$ cat src/rtl/rthsv_pkg.sv
// shared types and constants for the rgb to hsv pixel converter
package rthsv_pkg;

  localparam int unsigned ChanW = 8;
  localparam int unsigned QuoW  = 8;
  localparam int unsigned NumW  = 17;
  localparam int unsigned NumCells = QuoW;

  localparam logic [ChanW-1:0] HueBaseRedWrap = 8'd180;
  localparam logic [ChanW-1:0] HueBaseGreen   = 8'd60;
  localparam logic [ChanW-1:0] HueBaseBlue    = 8'd120;
  localparam logic [ChanW-1:0] HueBaseRed     = 8'd0;
  localparam logic [NumW-1:0]  HueStep        = 17'd30;
  localparam logic [NumW-1:0]  SatScale2      = 17'd510;
  localparam logic [NumW-1:0]  SafeDen        = 17'd256;

  typedef struct packed {
    logic [ChanW-1:0] red_in;
    logic [ChanW-1:0] green_in;
    logic [ChanW-1:0] blue_in;
    logic             last_pixel;
  } rgb_t;

  typedef struct packed {
    logic [ChanW-1:0] hue_out;
    logic [ChanW-1:0] sat_out;
    logic [ChanW-1:0] value_out;
    logic             last_out;
  } hsv_t;

  typedef struct packed {
    logic [NumW-1:0]  hue_rem;
    logic [NumW-1:0]  hue_den;
    logic [QuoW-1:0]  hue_q;
    logic [NumW-1:0]  sat_rem;
    logic [NumW-1:0]  sat_den;
    logic [QuoW-1:0]  sat_q;
    logic [ChanW-1:0] value;
    logic             last;
  } div_cell_t;

endpackage

$ cat src/rtl/rgb_to_hsv_pixel.sv
// top level of the rgb to hsv pixel converter: front stage and divider cell row
//
//   port       dir  type   transaction
//   start      in   1      pixel taken when start high and busy low
//   busy       out  1      always low, a pixel may enter every cycle
//   pixel_i    in   rgb_t  red, green, blue, last marker
//   done_o     out  1      result strobe, one cycle per result
//   result_o   out  hsv_t  hue, saturation, value, last marker
//
// one pixel per clock sustained; from acceptance to done_o a pixel passes through
// one front stage (max, min, dividends) and one cell per quotient bit (8 cells).
// reset clears all valid flags; results in flight are dropped.
// the receiver cannot stall, so nothing holds the row back.
module rgb_to_hsv_pixel (
  input  logic            clk_i,
  input  logic            rst_ni,
  input  logic            start,
  output logic            busy,
  input  rthsv_pkg::rgb_t pixel_i,
  output logic            done_o,
  output rthsv_pkg::hsv_t result_o
);
  import rthsv_pkg::*;

  logic      valid_w [NumCells+1];
  div_cell_t data_w  [NumCells+1];

  assign busy = 1'b0;

  rthsv_front u_front (
    .clk_i   (clk_i),
    .rst_ni  (rst_ni),
    .valid_i (start && !busy),
    .pixel_i (pixel_i),
    .valid_o (valid_w[0]),
    .data_o  (data_w[0])
  );

  for (genvar i = 0; i < NumCells; i++) begin : g_cell
    rthsv_div_cell u_cell (
      .clk_i   (clk_i),
      .rst_ni  (rst_ni),
      .valid_i (valid_w[i]),
      .data_i  (data_w[i]),
      .valid_o (valid_w[i+1]),
      .data_o  (data_w[i+1])
    );
  end

  assign done_o   = valid_w[NumCells];
  assign result_o = {data_w[NumCells].hue_q, data_w[NumCells].sat_q,
                     data_w[NumCells].value, data_w[NumCells].last};

  a_latency_fwd: assert property (@(posedge clk_i) disable iff (!rst_ni)
    (start && !busy) |-> ##9 done_o)
    else $error("accepted pixel did not produce a result after 9 cycles");

  a_latency_back: assert property (@(posedge clk_i) disable iff (!rst_ni)
    done_o |-> $past(start && !busy, 9))
    else $error("result without a matching accepted pixel");

  a_hue_range: assert property (@(posedge clk_i) disable iff (!rst_ni)
    done_o |-> (result_o.hue_out <= 8'd180))
    else $error("hue above 180");

  a_black: assert property (@(posedge clk_i) disable iff (!rst_ni)
    (done_o && result_o.value_out == '0) |->
      (result_o.sat_out == '0 && result_o.hue_out == '0))
    else $error("black pixel with nonzero hue or saturation");

endmodule

$ cat src/rtl/rthsv_front.sv
// input stage: max, min, sector and both dividends and divisors
module rthsv_front (
  input  logic               clk_i,
  input  logic               rst_ni,
  input  logic               valid_i,
  input  rthsv_pkg::rgb_t    pixel_i,
  output logic               valid_o,
  output rthsv_pkg::div_cell_t data_o
);
  import rthsv_pkg::*;

  logic [ChanW-1:0]    r, g, b, mx, mn, d, base;
  logic signed [8:0]   delta;
  logic signed [14:0]  delta30;
  logic [15:0]         base_d;
  logic signed [17:0]  n_s;
  logic [NumW-1:0]     hue_num, sat_num;
  logic                valid_q;
  div_cell_t           data_d, data_q;

  always_comb begin
    r = pixel_i.red_in;
    g = pixel_i.green_in;
    b = pixel_i.blue_in;
    mx = r;
    if (g > mx) mx = g;
    if (b > mx) mx = b;
    mn = r;
    if (g < mn) mn = g;
    if (b < mn) mn = b;
    d = mx - mn;

    // sector of the largest channel, red wins ties, then green
    if (mx == r) begin
      base  = (g < b) ? HueBaseRedWrap : HueBaseRed;
      delta = $signed({1'b0, g}) - $signed({1'b0, b});
    end else if (mx == g) begin
      base  = HueBaseGreen;
      delta = $signed({1'b0, b}) - $signed({1'b0, r});
    end else begin
      base  = HueBaseBlue;
      delta = $signed({1'b0, r}) - $signed({1'b0, g});
    end

    base_d  = 16'(base) * 16'(d);
    delta30 = 15'(delta) * $signed(15'(HueStep));
    n_s     = $signed({2'b00, base_d}) + 18'(delta30);
    hue_num = {n_s[15:0], 1'b0} + 17'(d);
    sat_num = 17'(d) * SatScale2 + 17'(mx);

    data_d.hue_q   = '0;
    data_d.sat_q   = '0;
    data_d.value   = mx;
    data_d.last    = pixel_i.last_pixel;
    data_d.sat_rem = sat_num;
    // gray or black pixel: zero dividend over a safe divisor gives zero
    if (d == '0) begin
      data_d.hue_rem = '0;
      data_d.hue_den = SafeDen;
    end else begin
      data_d.hue_rem = hue_num;
      data_d.hue_den = {1'b0, d, 8'b0};
    end
    if (mx == '0) begin
      data_d.sat_den = SafeDen;
    end else begin
      data_d.sat_den = {1'b0, mx, 8'b0};
    end
  end

  always_ff @(posedge clk_i or negedge rst_ni) begin
    if (!rst_ni) begin
      valid_q <= 1'b0;
    end else begin
      valid_q <= valid_i;
    end
  end

  always_ff @(posedge clk_i) begin
    if (valid_i) begin
      data_q <= data_d;
    end
  end

  assign valid_o = valid_q;
  assign data_o  = data_q;

endmodule

$ cat src/rtl/rthsv_div_cell.sv
// one restoring divider cell: one quotient bit of hue and saturation
module rthsv_div_cell (
  input  logic                 clk_i,
  input  logic                 rst_ni,
  input  logic                 valid_i,
  input  rthsv_pkg::div_cell_t data_i,
  output logic                 valid_o,
  output rthsv_pkg::div_cell_t data_o
);
  import rthsv_pkg::*;

  logic      hue_ge, sat_ge, valid_q;
  div_cell_t data_d, data_q;

  always_comb begin
    hue_ge = data_i.hue_rem >= data_i.hue_den;
    sat_ge = data_i.sat_rem >= data_i.sat_den;
    data_d = data_i;
    data_d.hue_rem = hue_ge ? data_i.hue_rem - data_i.hue_den : data_i.hue_rem;
    data_d.sat_rem = sat_ge ? data_i.sat_rem - data_i.sat_den : data_i.sat_rem;
    data_d.hue_den = data_i.hue_den >> 1;
    data_d.sat_den = data_i.sat_den >> 1;
    data_d.hue_q   = {data_i.hue_q[QuoW-2:0], hue_ge};
    data_d.sat_q   = {data_i.sat_q[QuoW-2:0], sat_ge};
  end

  always_ff @(posedge clk_i or negedge rst_ni) begin
    if (!rst_ni) begin
      valid_q <= 1'b0;
    end else begin
      valid_q <= valid_i;
    end
  end

  always_ff @(posedge clk_i) begin
    if (valid_i) begin
      data_q <= data_d;
    end
  end

  assign valid_o = valid_q;
  assign data_o  = data_q;

endmodule
$ cat config.mk
export PLATFORM = sky130hd
export DESIGN_NAME = rgb_to_hsv_pixel
export DESIGN_NICKNAME = d
export VERILOG_FILES = /design/src/rtl/rthsv_pkg.sv /design/src/rtl/rgb_to_hsv_pixel.sv /design/src/rtl/rthsv_front.sv /design/src/rtl/rthsv_div_cell.sv
export SDC_FILE = /design/constraint.sdc
export NUM_CORES = 1
export LEC_CHECK = 0
export BUFFER_PORTS_ARGS = -buffer_cell sky130_fd_sc_hd__buf_2
export CORE_MARGIN = 2
export CORE_UTILIZATION = 58
export DETAILED_ROUTE_END_ITERATION = 10
export GPL_TIMING_DRIVEN = 0
export HOLD_SLACK_MARGIN = 0.06
export PLACE_DENSITY = 0.77
export SLEW_MARGIN = 20
export SYNTH_ARGS = -nofsm -noshare
export SYNTH_HDL_FRONTEND = slang
export SYNTH_SLANG_ARGS = --single-unit
$ cat constraint.sdc
create_clock -name clk_i -period 3.3 [get_ports clk_i]
set_input_delay 0.66 -clock clk_i [delete_from_list [all_inputs] [get_ports clk_i]]
set_output_delay 0.66 -clock clk_i [all_outputs]
set_load 0.05 [all_outputs]
==> results.md, run 1 <==
- Synth async-reset ratio: 0.01648
- Clk_lat worst skew: between 0.5 and 0.6 ns
- First-pass GRT wire length: 100500 um
- Clock tree buffer depth: 3
- Worst setup EP type: register
- Die Wd: around 240 um
- Layout cell share with drive strength beyond 1: 0.1886
- Failing checks: negative setup slack
- Most common cell after layout, fill and taps aside: edfxtp_1
- Syn_nets: about 3100
- Root Driver: clkbuf_16
- Routed vias/inst: approximately 5.6
- WL final: 62430 um
- Hpwl dp: roughly 44000 um
- I/O Pins: 55
- Synth Flop Type: edfxtp_1
- Antenna-violating nets left: 0
- First DRT Iteration DRCs: 950
- Total CTS buffers: 50
- Clock sink count: between 500 and 600
- Area growth from synthesis to layout: 17.92%
- Core ar.: between 50000 and 60000 um2
- DRC: 0
- H-tree depth: 2
- Per-cell routed wire length: approximately 17 um
- Peak fanout along the critical path: 8
- Final Util: 0.6945
- Number of nets in the layout: 3354
- Setup crit start kind: input port
- Crit path kind: in -> reg
- DRT Pass-1 Iters: 5
- Seq/Total Area, Yosys: 0.5139
- Worst setup margin: -7.011 ns
- Initial antenna violation count: 2
- Hold Fails Final Rpt: 0
- #FFs+latches synth: 546
- Row cnt: 85
- Top cell type's share of synthesized area: 0.5068
- Total track usage: 0.2184
- Total number of yosys warnings: 0
- Synthesized cell area: ~32000 um2
- Commonest non-fill, non-tap cells in the layout: edfxtp_1, inv_1, ha_1
- Total die area: roughly 57000 um2
- Unrepaired setup endpoints after global routing: yes
- Cells after Synth: around 2700
- Placer Congestion: about 0.9
- Clock-pin transition on the worst setup and hold timing paths: around 0.060 ns
- Starting Density: 0.5890
- Mean post-synth cell area: around 12 um2
- Worst Max-Slew Pin Slew: around 0.78 ns
- Max Cap Viol: 0
- Final Max Tran Viols: 0
- Fmax: between 90 and 100 MHz
- Worst path max stage delay: approximately 0.57 ns
- Worst Hold Class: in -> reg
- Largest net degree at the start of global routing: 67
- Total grt overflow: 0
- Worst Skew: 0.01644 ns
- Area contributors post-synth: edfxtp_1, ha_1, fa_1, inv_1, xnor2_1
- Period utilization: 3.125
- Largest area contributor in the netlist: edfxtp_1
- CP max stage cell: fa_1
- Port Buffers: 53
- Number of synthesized flops with an enable pin: 537
- Vias in the first global route: around 21000
- Status: finished with violations
- Fin crit period: ~10 ns
- Distinct cells, synth: roughly 70
- Die H: around 240 um
- Worst EP required: between 3 and 4 ns
- Worst slew margin: 0.4731
- Vias: about 21000
- Final setup vio count: just under 60
- CTS tree: built
- CP arrival: 10.62 ns
==> cells by family after synthesis <==
family	after synthesis	synth area share
compound gates	480	0.09186
xor+xnor	204	0.05639
fa+ha+maj	382	0.1731
buf+inv	458	0.05733
flops	546	0.5139
mux	34	0.01101
other cells	1	0.0001179
simple gates	625	0.09634
==> area by class of cell <==
type / count / area (um2)
fill: 3578 / 16500
sequential: 546 / 16380
multi-input combinational: 1726 / 15340
inverter: 398 / 1520
clock buffer: 67 / 1406
timing repair buffer: 162 / 1333
tap: 696 / 870.8
buffer: 60 / 462.9
clock inverter: 26 / 209.0
antenna: 1 / 2.502
==> layer usage <==
metal | share of wire | wire length [um] | track usage | vias up
met4 | 0.045 | 2797 | 0.09867 | 0
li1 | - | - | - | 9942
met5 | 0 | 0 | 0 | -
met1 | 0.38 | 23620 | 0.2385 | 9868
met2 | 0.54 | 33690 | 0.4224 | 501
met3 | 0.037 | 2316 | 0.02418 | 194
==> cells in the mapped netlist, drive strengths merged (15+ instances only) <==
cell,count
a21o,53
a21oi,194
and2,15
buf,27
clkbuf,33
edfxtp,537
fa,97
ha,285
inv,397
mux2i,29
nand2,141
nand2b,48
nand3,30
nand4,25
nor2,195
nor2b,51
nor3,43
nor4,26
o21ai,116
o21bai,25
xnor2,128
xor2,76
==> worst max-delay path: cells and delay by family <==
family	cells	cell delay, ns
and+or+nand+nor	7	1.05
AOI/OAI and AO/OA	12	2.37
buffers and inverters	13	1.20
muxes	1	0.26
adders and majority gates	11	4.06
xor gates and xnor gates	5	0.97
==> registers in the layout (all words and copies together) (netlist names) <==
register	count
g_cell.u_cell.data_o	480
u_front.data_o	57
g_cell.u_cell.valid_o	8
u_front.valid_o	1
==> through the flow <==
step / TNS (ns) / hold WS (ns) / instance area [um2] / worst slack (ns) / cells
4_1_cts: -182.75 / 0.3255 / 36690 / -6.739 / 3647
6_report: -196.18 / 0.3669 / 37520 / -7.011 / 3682
2_1_floorplan: -194.88 / 0.3644 / 32180 / -6.741 / 2730
3_5_place_dp: -279.65 / 0.4045 / 33460 / -8.652 / 3484
3_3_place_gp: -277.82 / 0.4011 / 33320 / -8.932 / 3479
5_1_grt: -209.44 / 0.3347 / 37520 / -7.456 / 3682
==> worst paths after layout <==
path,start,endpoint,slack (ns),cells after the start
min in group asynchronous,rst_ni,g_cell[7].u_cell.valid_o,0.51,2
setup reg to reg,g_cell[5].u_cell.data_o[20],g_cell[6].u_cell.data_o[43],-0.02,15
setup / recovery,pixel_i[15],u_front.data_o[92],-7.01,49
max in group asynchronous,rst_ni,g_cell[4].u_cell.valid_o,2.50,2
hold / removal,pixel_i[0],u_front.data_o[0],0.37,1
hold reg to reg,g_cell[3].u_cell.data_o[6],g_cell[4].u_cell.data_o[6],0.40,0
==> repair_timing <==
| action | 4_1_cts | 5_1_grt |
|---|---|---|
| hold endpoints to repair | 9 | 0 |
| hold buffers | 1 | 0 |
| endpoints found under the setup margin | 101 | 175 |
| gates cloned | 1 | 0 |
| gates resized for setup | 225 | 139 |
| pin swaps | 93 | 89 |
| buffers inserted | 69 | 35 |
Power of run 1 is left out: the tool's default activity adds up to more than one toggle a clock period on the data nets, which glitch-free logic cannot reach.
==> run 2: changes to the inputs <==
--- a/config.mk
+++ b/config.mk
@@ -7,7 +7,7 @@
 export LEC_CHECK = 0
 export BUFFER_PORTS_ARGS = -buffer_cell sky130_fd_sc_hd__buf_2
 export CORE_MARGIN = 2
-export CORE_UTILIZATION = 58
+export CORE_UTILIZATION = 60
 export DETAILED_ROUTE_END_ITERATION = 10
 export GPL_TIMING_DRIVEN = 0
 export HOLD_SLACK_MARGIN = 0.06
==> constraint.sdc (replaced) <==
create_clock -name clk_i -period 11.9 [get_ports clk_i]
set_input_delay 2.38 -clock clk_i [delete_from_list [all_inputs] [get_ports clk_i]]
set_output_delay 2.38 -clock clk_i [all_outputs]
set_load 0.05 [all_outputs]
==> run 2 against run 1 <==
The flow still finishes with violations (negative setup slack). Clock skew decreased by 0.0050 ns. Wire length decreased by 4.5%. Critical path depth unchanged. Flip-flop and latch count unchanged. Final cell count decreased by 1.9%. Global-route usage increased by 0.46 points.
==> results.md, run 2 (synthesis results as in run 1) <==
- Period utilization: 1.005
- Hpwl dp: 45030 um (+2.0%)
- Fin crit period: 11.96 ns
- Max Cap Viol: 0 (unchanged)
- Hold Fails Final Rpt: 0 (unchanged)
- Most Crowded Layer GR: met2
- CP max stage cell: fa_1
- Root Driver: clkbuf_16
- Max reg flops: 480 (unchanged)
- Cell count after placement: 3475 (-0.26%)
- Total track usage: 0.2231 (+0.004633)
- Final setup vio count: 1 (-98%)
- Setup slack, reg-to-reg: 8.19 ns (+8.21 ns)
- Routed vias/inst: 5.582 (+0.24%)
- Clock sink count: 546 (unchanged)
- Met3 Track Usage GR: 0.02529 (+0.001113)
- Final Non-Filler Cells: 3611 (-1.9%)
- Fmax: around 84 MHz
- Largest net degree at the start of global routing: 67 (unchanged)
- Total grt overflow: 0 (unchanged)
- Setup crit start kind: input port
- Per-cell routed wire length: 16.50 um (-2.7%)
- Unrepaired setup endpoints after global routing: yes
- Clock-pin transition on the worst setup and hold timing paths: 0.06 ns (about the same)
- Register-to-Register Path Depth: 15 (unchanged)
- Worst reg2reg endpoint: g_cell[6].u_cell.data_o[43]
- Core ar.: 52450 um2 (-2.9%)
- Antenna-violating nets left: 0 (unchanged)
- Crit path kind: in -> reg
- Met1 Use GR: 0.2402 (+0.001698)
- CP delay by family, top: adder cells
- Worst setup margin: -0.06310 ns (+6.948 ns)
- Worst path max stage delay: 0.55 ns (-0.02 ns)
- Commonest non-fill, non-tap cells in the layout: edfxtp_1, inv_1, ha_1
- Buf/Inv on CP: 11 (-2)
- First-pass GRT wire length: 98190 um (-2.3%)
- I/O Pins: 55 (unchanged)
- Worst Hold Class: reg -> reg
- Vias: 20157 (-1.7%)
- Most common cell after layout, fill and taps aside: edfxtp_1
- CTS tree: built
- Clock tree buffer depth: 3 (unchanged)
- Worst slew margin: 0.3093 (-0.1638)
- Row cnt: 84 (-1.2%)
- DRT Pass-1 Iters: 5 (unchanged)
- Antenna fix cells: 0 (-1)
- Met2 usage: 0.4388 (+0.01640)
- Total CTS buffers: 49 (-2.0%)
- Vias in the first global route: 20896 (-1.0%)
- Hold depth: 0 (-1)
- Worst setup EP type: register
- Worst EP required: 12.19 ns (+8.59 ns)
- Layout cell share with drive strength beyond 1: 0.1215 (-0.06716)
- Hold endpoint: g_cell[4].u_cell.data_o[3]
- Area growth from synthesis to layout: 13.17%
- Clk_lat worst skew: 0.56 ns (about the same)
- Number of nets in the layout: 3296 (-1.7%)
- Worst Max-Slew Pin Slew: 1.027 ns (+0.2431 ns)
- Die Wd: 234.3 um (-1.7%)
- Crit path top cell by count: fa_1
- First DRT Iteration DRCs: 921 (-3.1%)
- Fillers: 3632 (+1.5%)
- Die H: 234.3 um (-1.7%)
- Final Max Tran Viols: 0 (unchanged)
- DRC: 0 (unchanged)
- WL final: 59590 um (-4.5%)
- CP arrival: 12.26 ns (+1.64 ns)
- Min-delay src: g_cell[3].u_cell.data_o[3]
- Failing checks: negative setup slack
- Status: finished with violations
- Worst r2r src: g_cell[5].u_cell.data_o[20]
- Initial antenna violation count: 0 (-2)
- Worst Skew: 0.01148 ns (-0.004959 ns)
- Peak fanout along the critical path: 8 (unchanged)
- Placer Congestion: 0.9213 (+2.4%)
- Port Buffers: 53 (unchanged)
- Total die area: 54890 um2 (-3.3%)
- Starting Density: 0.6067 (+0.01776)
- H-tree depth: 2 (unchanged)
run 2: how the worst max path moves through the flow:
stage / start / end / depth (start not counted)
2_1_floorplan: pixel_i[12] / u_front.data_o[92] / 48
3_3_place_gp: pixel_i[10] / u_front.data_o[92] / 46
3_5_place_dp: pixel_i[10] / u_front.data_o[92] / 45
4_1_cts: pixel_i[12] / u_front.data_o[92] / 48
5_1_grt: pixel_i[13] / u_front.data_o[92] / 50
6_report: pixel_i[13] / u_front.data_o[92] / 49
run 2: worst register-to-register path, stage by stage, from the launching register on:
cell and delay (ns):
edfxtp_1 0.39, inv_1 0.06, ha_1 0.30, nor2b_1 0.14, o21ai_1 0.19, a21boi_0 0.14, o21ai_1 0.18, a21oi_1 0.11
o21ai_1 0.21, nand2b_1 0.13, a211o_1 0.34, or4b_1 0.51, clkbuf_1 0.24, clkbuf_1 0.30, nor2_1 0.15, a21oi_1 0.05
run 2: timing repair:
item / 4_1_cts / 5_1_grt
hold buffers: 0 / 0
pin swaps: 56 / 55
resized for setup: 117 / 65
gates cloned: 1 / 0
endpoints found under the setup margin: 15 / 7
endpoints found under the hold margin: 0 / 0
buffers inserted: 37 / 16
run 2: final cells by class:
| cell class | count | area [um2] | share of cell area |
|---|---|---|---|
| Inverter | 398 | 1514 | 0.04204 |
| Tap cell | 688 | 860.8 | 0.02391 |
| Sequential cell | 546 | 16380 | 0.4548 |
| Multi-Input combinational cell | 1726 | 14510 | 0.4030 |
| Clock buffer | 61 | 1321 | 0.03669 |
| Buffer | 58 | 356.6 | 0.009903 |
| Clock inverter | 27 | 212.7 | 0.005907 |
| Timing Repair Buffer | 107 | 854.6 | 0.02373 |
run 2: stage by stage:
stage | worst slack, ns | util | hold slack, ns | TNS, ns | cell area, um2
final | -0.06310 | 0.6866 | 0.4168 | -0.06310 | 36010
after global routing | -0.4881 | 0.6866 | 0.4190 | -0.8755 | 36010
after CTS | -0.04369 | 0.6799 | 0.4175 | -0.04369 | 35660
after detailed placement | -2.065 | 0.6345 | 0.4045 | -19.37 | 33270
after global placement | -1.982 | 0.6317 | 0.4001 | -17.64 | 33130
after floorplan | 0.01059 | - | 0.4003 | 0 | 32000
run 2: per-layer routing:
metal	up-vias	wire (um)
li1	9834	-
met1	9677	22600
met2	482	32670
met3	164	2022
met4	0	2304
met5	-	0
Power of run 2 is left out for the same reason.
==> run 3: changes to the inputs <==
--- a/config.mk
+++ b/config.mk
@@ -7,11 +7,12 @@
 export LEC_CHECK = 0
 export BUFFER_PORTS_ARGS = -buffer_cell sky130_fd_sc_hd__buf_2
 export CORE_MARGIN = 2
-export CORE_UTILIZATION = 60
+export CORE_UTILIZATION = 58
 export DETAILED_ROUTE_END_ITERATION = 10
 export GPL_TIMING_DRIVEN = 0
 export HOLD_SLACK_MARGIN = 0.06
 export PLACE_DENSITY = 0.77
+export RECOVER_POWER = 100
 export SLEW_MARGIN = 20
 export SYNTH_ARGS = -nofsm -noshare
 export SYNTH_HDL_FRONTEND = slang
==> constraint.sdc (replaced) <==
create_clock -name clk_i -period 10.65 [get_ports clk_i]
set_input_delay 2.13 -clock clk_i [delete_from_list [all_inputs] [get_ports clk_i]]
set_output_delay 2.13 -clock clk_i [all_outputs]
set_load 0.05 [all_outputs]
==> run 3 against run 2 <==
The run ends with max-capacitance violations, max-slew violations, negative setup slack left. Design area increased by 1.0%. Register-to-register slack got worse by 1.4 ns. Final cell count increased by 0.97%. Global-route usage decreased by 0.69 points. Clock-buffer cell count increased by 3. Critical path depth unchanged. Core utilization decreased by 1.3 points. First-iteration DRC count increased by 2.2%. Sequential share of layout area decreased by 0.53 points. Non-clock buffer count increased by 30. Die area increased by 3.4%. Critical path type unchanged. Highest routed layer unchanged.
==> results.md, run 3 (synthesis results as in run 1) <==
- Buf/Inv on CP: 12 (+1)
- Die H: 238.2 um (+1.7%)
- Failing checks: max-capacitance violations, max-slew violations, negative setup slack
- Period utilization: 1.093
- Commonest non-fill, non-tap cells in the layout: edfxtp_1, inv_1, ha_1
- Root Driver: clkbuf_16
- CP max stage cell: fa_1
- First-pass GRT wire length: 99770 um (+1.6%)
- Clock tree buffer depth: 3 (unchanged)
- DRT Pass-1 Iters: 6 (+1)
- Die Wd: 238.2 um (+1.7%)
- Port Buffers: 53 (unchanged)
- Post-CTS Hold Buffers: 0 (unchanged)
- Clk_lat worst skew: 0.56 ns (about the same)
- Final setup vio count: 10 (+9)
- Total die area: 56750 um2 (+3.4%)
- Most common cell after layout, fill and taps aside: edfxtp_1
- Largest net degree at the start of global routing: 67 (unchanged)
- Total track usage: 0.2161 (-0.006940)
- Row cnt: 85 (+1.2%)
- Core ar.: 54030 um2 (+3.0%)
- Starting Density: 0.5890 (-0.01776)
- Peak fanout along the critical path: 8 (unchanged)
- Routed vias/inst: 5.538 (-0.79%)
- Unrepaired setup endpoints after global routing: yes
- Area growth from synthesis to layout: 14.30%
- Final Util: 0.6732 (-0.01341)
- Placer Congestion: 0.8872 (-3.7%)
- Max Cap Viol: 8 (+8)
- CP arrival: 11.93 ns (-0.33 ns)
- Vias in the first global route: 21324 (+2.0%)
- Antenna-violating nets left: 0 (unchanged)
- WL final: 60110 um (+0.87%)
- CP delay by family, top: adder cells
- Vias: 20191 (+0.17%)
- Worst path max stage delay: 0.53 ns (-0.02 ns)
- DP Worst Slack: -2.988 ns (-0.9232 ns)
- Max reg flops: 480 (unchanged)
- Antenna fix cells: 0 (unchanged)
- Hpwl dp: 44380 um (-1.4%)
- Number of nets in the layout: 3326 (+0.91%)
- First DRT Iteration DRCs: 941 (+2.2%)
- Total grt overflow: 0 (unchanged)
- I/O Pins: 55 (unchanged)
- Setup crit start kind: input port
- CTS tree: built
- Worst setup margin: -0.9905 ns (-0.9274 ns)
- Initial antenna violation count: 0 (unchanged)
- H-tree depth: 2 (unchanged)
- Final Max Tran Viols: 409 (+409)
- Total CTS buffers: 49 (unchanged)
- Crit path kind: in -> reg
- Clock sink count: 546 (unchanged)
- Status: finished with violations
- Hold Fails Final Rpt: 0 (unchanged)
- Clock-pin transition on the worst setup and hold timing paths: 0.06 ns (about the same)
- Worst EP required: 10.94 ns (-1.25 ns)
- Worst Skew: 0.01359 ns (+0.002111 ns)
- Fin crit period: 11.64 ns
- Worst slew margin: -1.018 (-1.327)
- Worst setup EP type: register
- Layout cell share with drive strength beyond 1: 0.1305 (+0.009058)
- Fmax: about 86 MHz
- Worst Max-Slew Pin Slew: 3.026 ns (+2.000 ns)
- Per-cell routed wire length: 16.49 um (-0.10%)
- Worst Hold Class: reg -> reg
- DRC: 0 (unchanged)
## run 3: changes by cell type in the layout (fill, tap and decap cells not counted), sizes merged
cell	change
inv	-1
clkinvlp	+2
clkinv	-7
clkbuf	+39
buf	-6
## run 3: what timing repair did
action / in CTS / in global routing
gates cloned: 1 / 0
gates resized for setup: 144 / 65
buffers inserted: 50 / 31
endpoints found under the setup margin: 21 / 15
pin swaps: 76 / 32
## run 3: final timing paths
check                                                  from                           to  slack, ns  cells past startpoint
worst max-delay path                            pixel_i[15]           u_front.data_o[92]      -0.99                     49
worst min-delay path             g_cell[2].u_cell.data_o[9]  g_cell[3].u_cell.data_o[10]       0.41                      0
worst max register to register  g_cell[5].u_cell.data_o[20]  g_cell[6].u_cell.data_o[43]       6.78                     15
worst min register to register   g_cell[2].u_cell.data_o[9]  g_cell[3].u_cell.data_o[10]       0.41                      0
max in group asynchronous                            rst_ni     g_cell[1].u_cell.valid_o       8.66                      1
min in group asynchronous                            rst_ni     g_cell[7].u_cell.valid_o       1.57                      1
## run 3: stage by stage
step           TNS, ns  instances  hold WS (ns)  area (um2)
2_1_floorplan   -3.058       2730        0.4003       32080
3_3_place_gp    -39.39       3479        0.4025       33220
3_5_place_dp    -38.34       3484        0.4045       33350
4_1_cts         -2.696       3618        0.4115       35980
5_1_grt         -8.906       3646        0.4162       36370
6_report        -4.313       3646        0.4131       36370
## run 3: cell type report
type	count	area [um2]
well taps	696	870.8
plain buffers	60	405.4
flip-flops and latches	546	16350
clock inverters	21	187.7
multi-input cells	1726	14740
inverters	398	1501
fillers	3775	17660
clock buffers	64	1333
repair buffers	135	983.4
## run 3: metal layers
layer	wire, um	part of all wire	global-route usage
met1	22890	0.38	0.2349
met2	32570	0.54	0.4210
met3	2090	0.035	0.02441
met4	2553	0.042	0.09299
met5	0	0	0
Power of run 3 is left out for the same reason.
